File: config.mk
export PLATFORM = sky130hd
export DESIGN_NAME = mps_mul32
export DESIGN_NICKNAME = d
export VERILOG_FILES = /design/src/design/mps_mul32.sv
export SDC_FILE = /design/constraint.sdc
export NUM_CORES = 2
export LEC_CHECK = 0
export BUFFER_PORTS_ARGS = -buffer_cell sky130_fd_sc_hd__buf_2
export CAP_MARGIN = 5
export CORE_ASPECT_RATIO = 0.8
export CORE_MARGIN = 2
export CORE_UTILIZATION = 70
export CTS_BUF_LIST = sky130_fd_sc_hd__clkbuf_4 sky130_fd_sc_hd__clkbuf_8
export CTS_CLUSTER_DIAMETER = 40
export CTS_CLUSTER_SIZE = 12
export DETAILED_ROUTE_END_ITERATION = 7
export GPL_TIMING_DRIVEN = 1
export MAX_ROUTING_LAYER = met4
export PLACE_DENSITY = 0.91
export REMOVE_ABC_BUFFERS = 1
export SYNTH_ARGS = -nofsm -noshare
export SYNTH_HDL_FRONTEND = slang
export SYNTH_SLANG_ARGS = --single-unit
File: constraint.sdc
create_clock -name i_clk -period 20.8 [get_ports i_clk]
set_clock_uncertainty 0.2 [all_clocks]
set_input_delay 1.04 -clock i_clk [delete_from_list [all_inputs] [get_ports i_clk]]
set_output_delay 1.04 -clock i_clk [all_outputs]
set_load 0.005 [all_outputs]
File: src/design/mps_mul32.sv
`timescale 1ns / 1ps
`default_nettype none
// ----------------------------------------------------------------------------
// mps_mul32
// shared 32x32 unsigned multiplier with registered product
// ----------------------------------------------------------------------------
module mps_mul32 (
    input  wire logic        i_clk,
    input  wire logic [31:0] i_a,
    input  wire logic [31:0] i_b,
    output logic      [63:0] o_prod
);
    logic [63:0] r_prod;

    always_ff @(posedge i_clk) begin
        r_prod <= i_a * i_b;
    end

    assign o_prod = r_prod;
endmodule
`default_nettype wire

After elaboration in Yosys (flattened, before gate mapping)
Cells that the tools add are included.
{"block": "word_totals", "register_bits": 64, "output_inout_bits": 64, "wordCells": 2}
{"block": "classes", "multipliers": 1}
{"op": "$mul A32 B32 Y64", "n": 1}

Logic depth before layout (Yosys ltp)
{"block": "depth", "ltp_word": 1, "mapped_depth": 29, "mapped_depth_nobuf": 27}

Least setup slack after synthesis
Ideal clock, no wire load.
{"block": "synth_timing", "kind": "input -> register", "startpoint": "input i_a[25]", "endpoint": "register r_prod[62], in the netlist o_prod[62]", "setup_ns": 0.072, "arrival_ns": 7.721, "required_ns": 20.528, "slack_ns": 12.807, "path_stages": 25, "path_buffers": 2, "path_cell_list": "clkbuf_1 nand2_1 fa_1 inv_1 fa_1 inv_1 fa_1 inv_1 fa_1 fa_1 fa_1 fa_1 inv_1 fa_1 inv_1 ha_1 buf_2 nand4_1 or4_1 or3_1 a31oi_1 a31o_2 a211oi_1 o21ai_1 xor2_1"}
{"block": "synth_via", "elab_chain_len": 1}
{"item": "start, declared", "line": "9", "source": "input wire logic [31:0] i_a,"}
{"item": "$mul A32 B32 Y64", "line": "16", "source": "r_prod <= i_a * i_b;"}
{"item": "end signal, assigned", "line": "16"}
{"item": "end, declared", "line": "13", "source": "logic [63:0] r_prod;"}
Every way passes these cells.

Final worst setup path
{"block": "layout_timing", "startpoint": "input i_b[8]", "endpoint": "register r_prod[62], in the netlist o_prod[62]"}
{"block": "layout_via", "elab_chain_len": 1}
{"item": "start, declared", "line": "10", "source": "input wire logic [31:0] i_b,"}
{"item": "$mul A32 B32 Y64", "line": "16"}
Every way passes these cells.

==> qor.yml <==
outcome:
  status: "completed"
timing:
  relSlewSlack_pct: 36.2
  min_period_ps: 8950
  fin_tns_setup_ps: 0
  hold_viol_final: 0
  post-route-period-util_pct: 43.0
  maxSlewViolCount: 0
  finalSetupViolCount: 0
  worstMarginPinSlew_ps: 958
  max_freq_mhz: 112
  rsz0062_at_grt: "false"
floorplan:
  ios: 129
  die_y_um: 203
  start_util_pct: 71.3
  rows: 72
  die_x_um: 253
  die-area_um2: 51300
  coreArea_um2: 48600
setup_path:
  cpMaxStageDelayCell: "buf_2"
  crit_type: "in -> reg"
  cp.arrival_ps: 9090
  crit_top_cell: "fa_1"
  cp_max_fo: 32
  critPathMaxStageDelay_ps: 610
  crit_required_ps: 20940
  cp-start-kind: "primary input"
  endpoint_kind: "flop"
  cp_cell_sequence: "buf_2, nand2_1, fa_1, inv_1, fa_1, inv_1, fa_1, inv_1, fa_1, fa_1, fa_1, fa_1, inv_1, fa_1, inv_1, ha_1, nand4_1, or4_1, or3_1, a31oi_1, a31o_2, a211oi_1, o21ai_1, xor2_1"
finish:
  largest_register_ffs: 64
  drive_gt1_share_pct: 4.57
  antenna_cells: 0
  register_area_um2: 1280
  multiInputGateArea_um2: 29300
  nNetsFinal: 4898
  fillers: 3219
  synthToLayoutAreaGrowth_pct: 2.35
drt:
  vias: 25800
  wl_per_cell_um: 21.8
  ant_nets: 0
  avgViaCountPerCell: 5.99
  drt-total-wl_mm: 93.9
  drc: 0
  drtIter0Drc: 2972
  dr.pass1.iters: 8
grt:
  grt_overflow: 0
  track_usage_pct: 40.7
  antenna_found_initial: 0
  first_global_vias: 28400
  grt_pass1_wl_mm: 154
  grt_max_degree: 33
cts:
  cts_setup_buffers: 0
  cts_resized: 0
  cts.clk_slew.worst_paths_ps: 70
  ctsRootBufferMaster: "clkbuf_8"
  postCtsHoldBufs: 0
  clk_path_buf_depth: 2
  cts_tree: "yes"
  cts_inserted_buffers: 9
  cts.sinks: 64
  h-tree-depth: 3
logic_synthesis:
  synth_seq_cells: 64
  async_reset_ff_share_pct: 0
  synth_top_area_share_pct: 51.7
  postSynthCellCount: 3748
  synth_common_cells: "896 x fa_1, 865 x inv_1, 602 x and2_1, 480 x nand2_1, 263 x ha_1"
  synth_area_um2: 34700
  synth_edf_count: 0
  synth_area_leaders: "fa_1 52%, and2_1 11%, ha_1 9.5%"
  yosysSeqAreaShare_pct: 3.69
  netlist-cell-type-count: 57
  synth_ff_type: "dfxtp_1"
  yosys.area.top_type: "fa_1"
  synth_area_per_cell_um2: 9.25
  yosysMostFrequentCell: "fa_1"
  yosysWarnings: 0
min_path:
  hold_class: "in -> reg"
place:
  portBuffers: 128
  dp_hpwl_mm: 73.7
  gp_congestion: 0.991
job:
  maxCapViolCount: 0
==> cell families (layout without fill, tap and decap cells) <==
kind of cell | after synthesis | count (layout) | synth area share [%]
simple gates | 1177 | 1177 | 17.6
mux | 1 | 1 | 0.0289
compound gates | 202 | 202 | 4.15
flops | 64 | 64 | 3.69
buf+inv | 1085 | 1016 | 11.8
fa+ha+maj | 1159 | 1159 | 61.2
xor+xnor | 60 | 60 | 1.52
==> cell usage in the layout, fill, tap and decap left out, types with 10 or more instances in the layout <==
master | Yosys | routed
a31oi_1 | 12 | 12
and3_1 | 14 | 14
o21ai_0 | 21 | 21
buf_2 | 6 | 128
and2_1 | 602 | 602
xnor2_1 | 35 | 35
a21oi_1 | 63 | 63
inv_1 | 865 | 865
nand2_1 | 480 | 480
nor2_1 | 20 | 20
ha_1 | 263 | 263
o21bai_1 | 10 | 10
fa_1 | 896 | 896
xor2_1 | 25 | 25
nand4_1 | 23 | 23
dfxtp_1 | 64 | 64
a21o_1 | 40 | 40
nand3_1 | 10 | 10
==> per-layer routing <==
| layer | share of wire, % | vias to the layer above | GRT usage, % |
|---|---|---|---|
| met5 | 0 | - | - |
| met4 | 3.4 | 0 | 12.7 |
| met3 | 16 | 274 | 15.4 |
| met2 | 43 | 1949 | 57.3 |
| met1 | 38 | 12900 | 55.0 |
| li1 | - | 10700 | - |
==> through the flow <==
step           hold WS [ps]  instances  utilization (%)  instance area (um^2)  worst slack (ps)
2_1_floorplan           962       3528                -                 33800             13090
5_1_grt                1080       4308             73.0                 35500             11660
4_1_cts                1030       4308             73.0                 35500             11990
3_5_place_dp           1210       4292             72.6                 35300             11600
6_report               1070       4308             73.0                 35500             11850
3_3_place_gp           1220       4292             72.6                 35300             11780
==> worst max-delay path: cells and delay by family <==
family	cells	cell delay [ps]
AO/OA/AOI/OAI	4	1140
adder cells (fa/ha/maj)	9	4590
buffers and inverters	6	890
AND/OR/NAND/NOR	4	1260
XOR/XNOR	1	150
==> worst paths after layout <==
path                   start                 end  slack [ps]  depth (start not counted)
worst min-delay path  i_b[0]   o_prod[0]$_DFF_P_        1070                          3
worst max-delay path  i_b[8]  o_prod[62]$_DFF_P_       11850                         24
==> final cells by class <==
class | instances | share of cell area (%)
clock buffer | 10 | 0.370
clock inverter | 6 | 0.102
inverter | 865 | 9.15
multi-input combinational | 2599 | 82.6
sequential | 64 | 3.61
tap | 629 | 2.22
timing repair buffer | 135 | 1.95
Power is not shown: default switching activity piles up to over one toggle a cycle in this logic, so the estimate is an artifact.
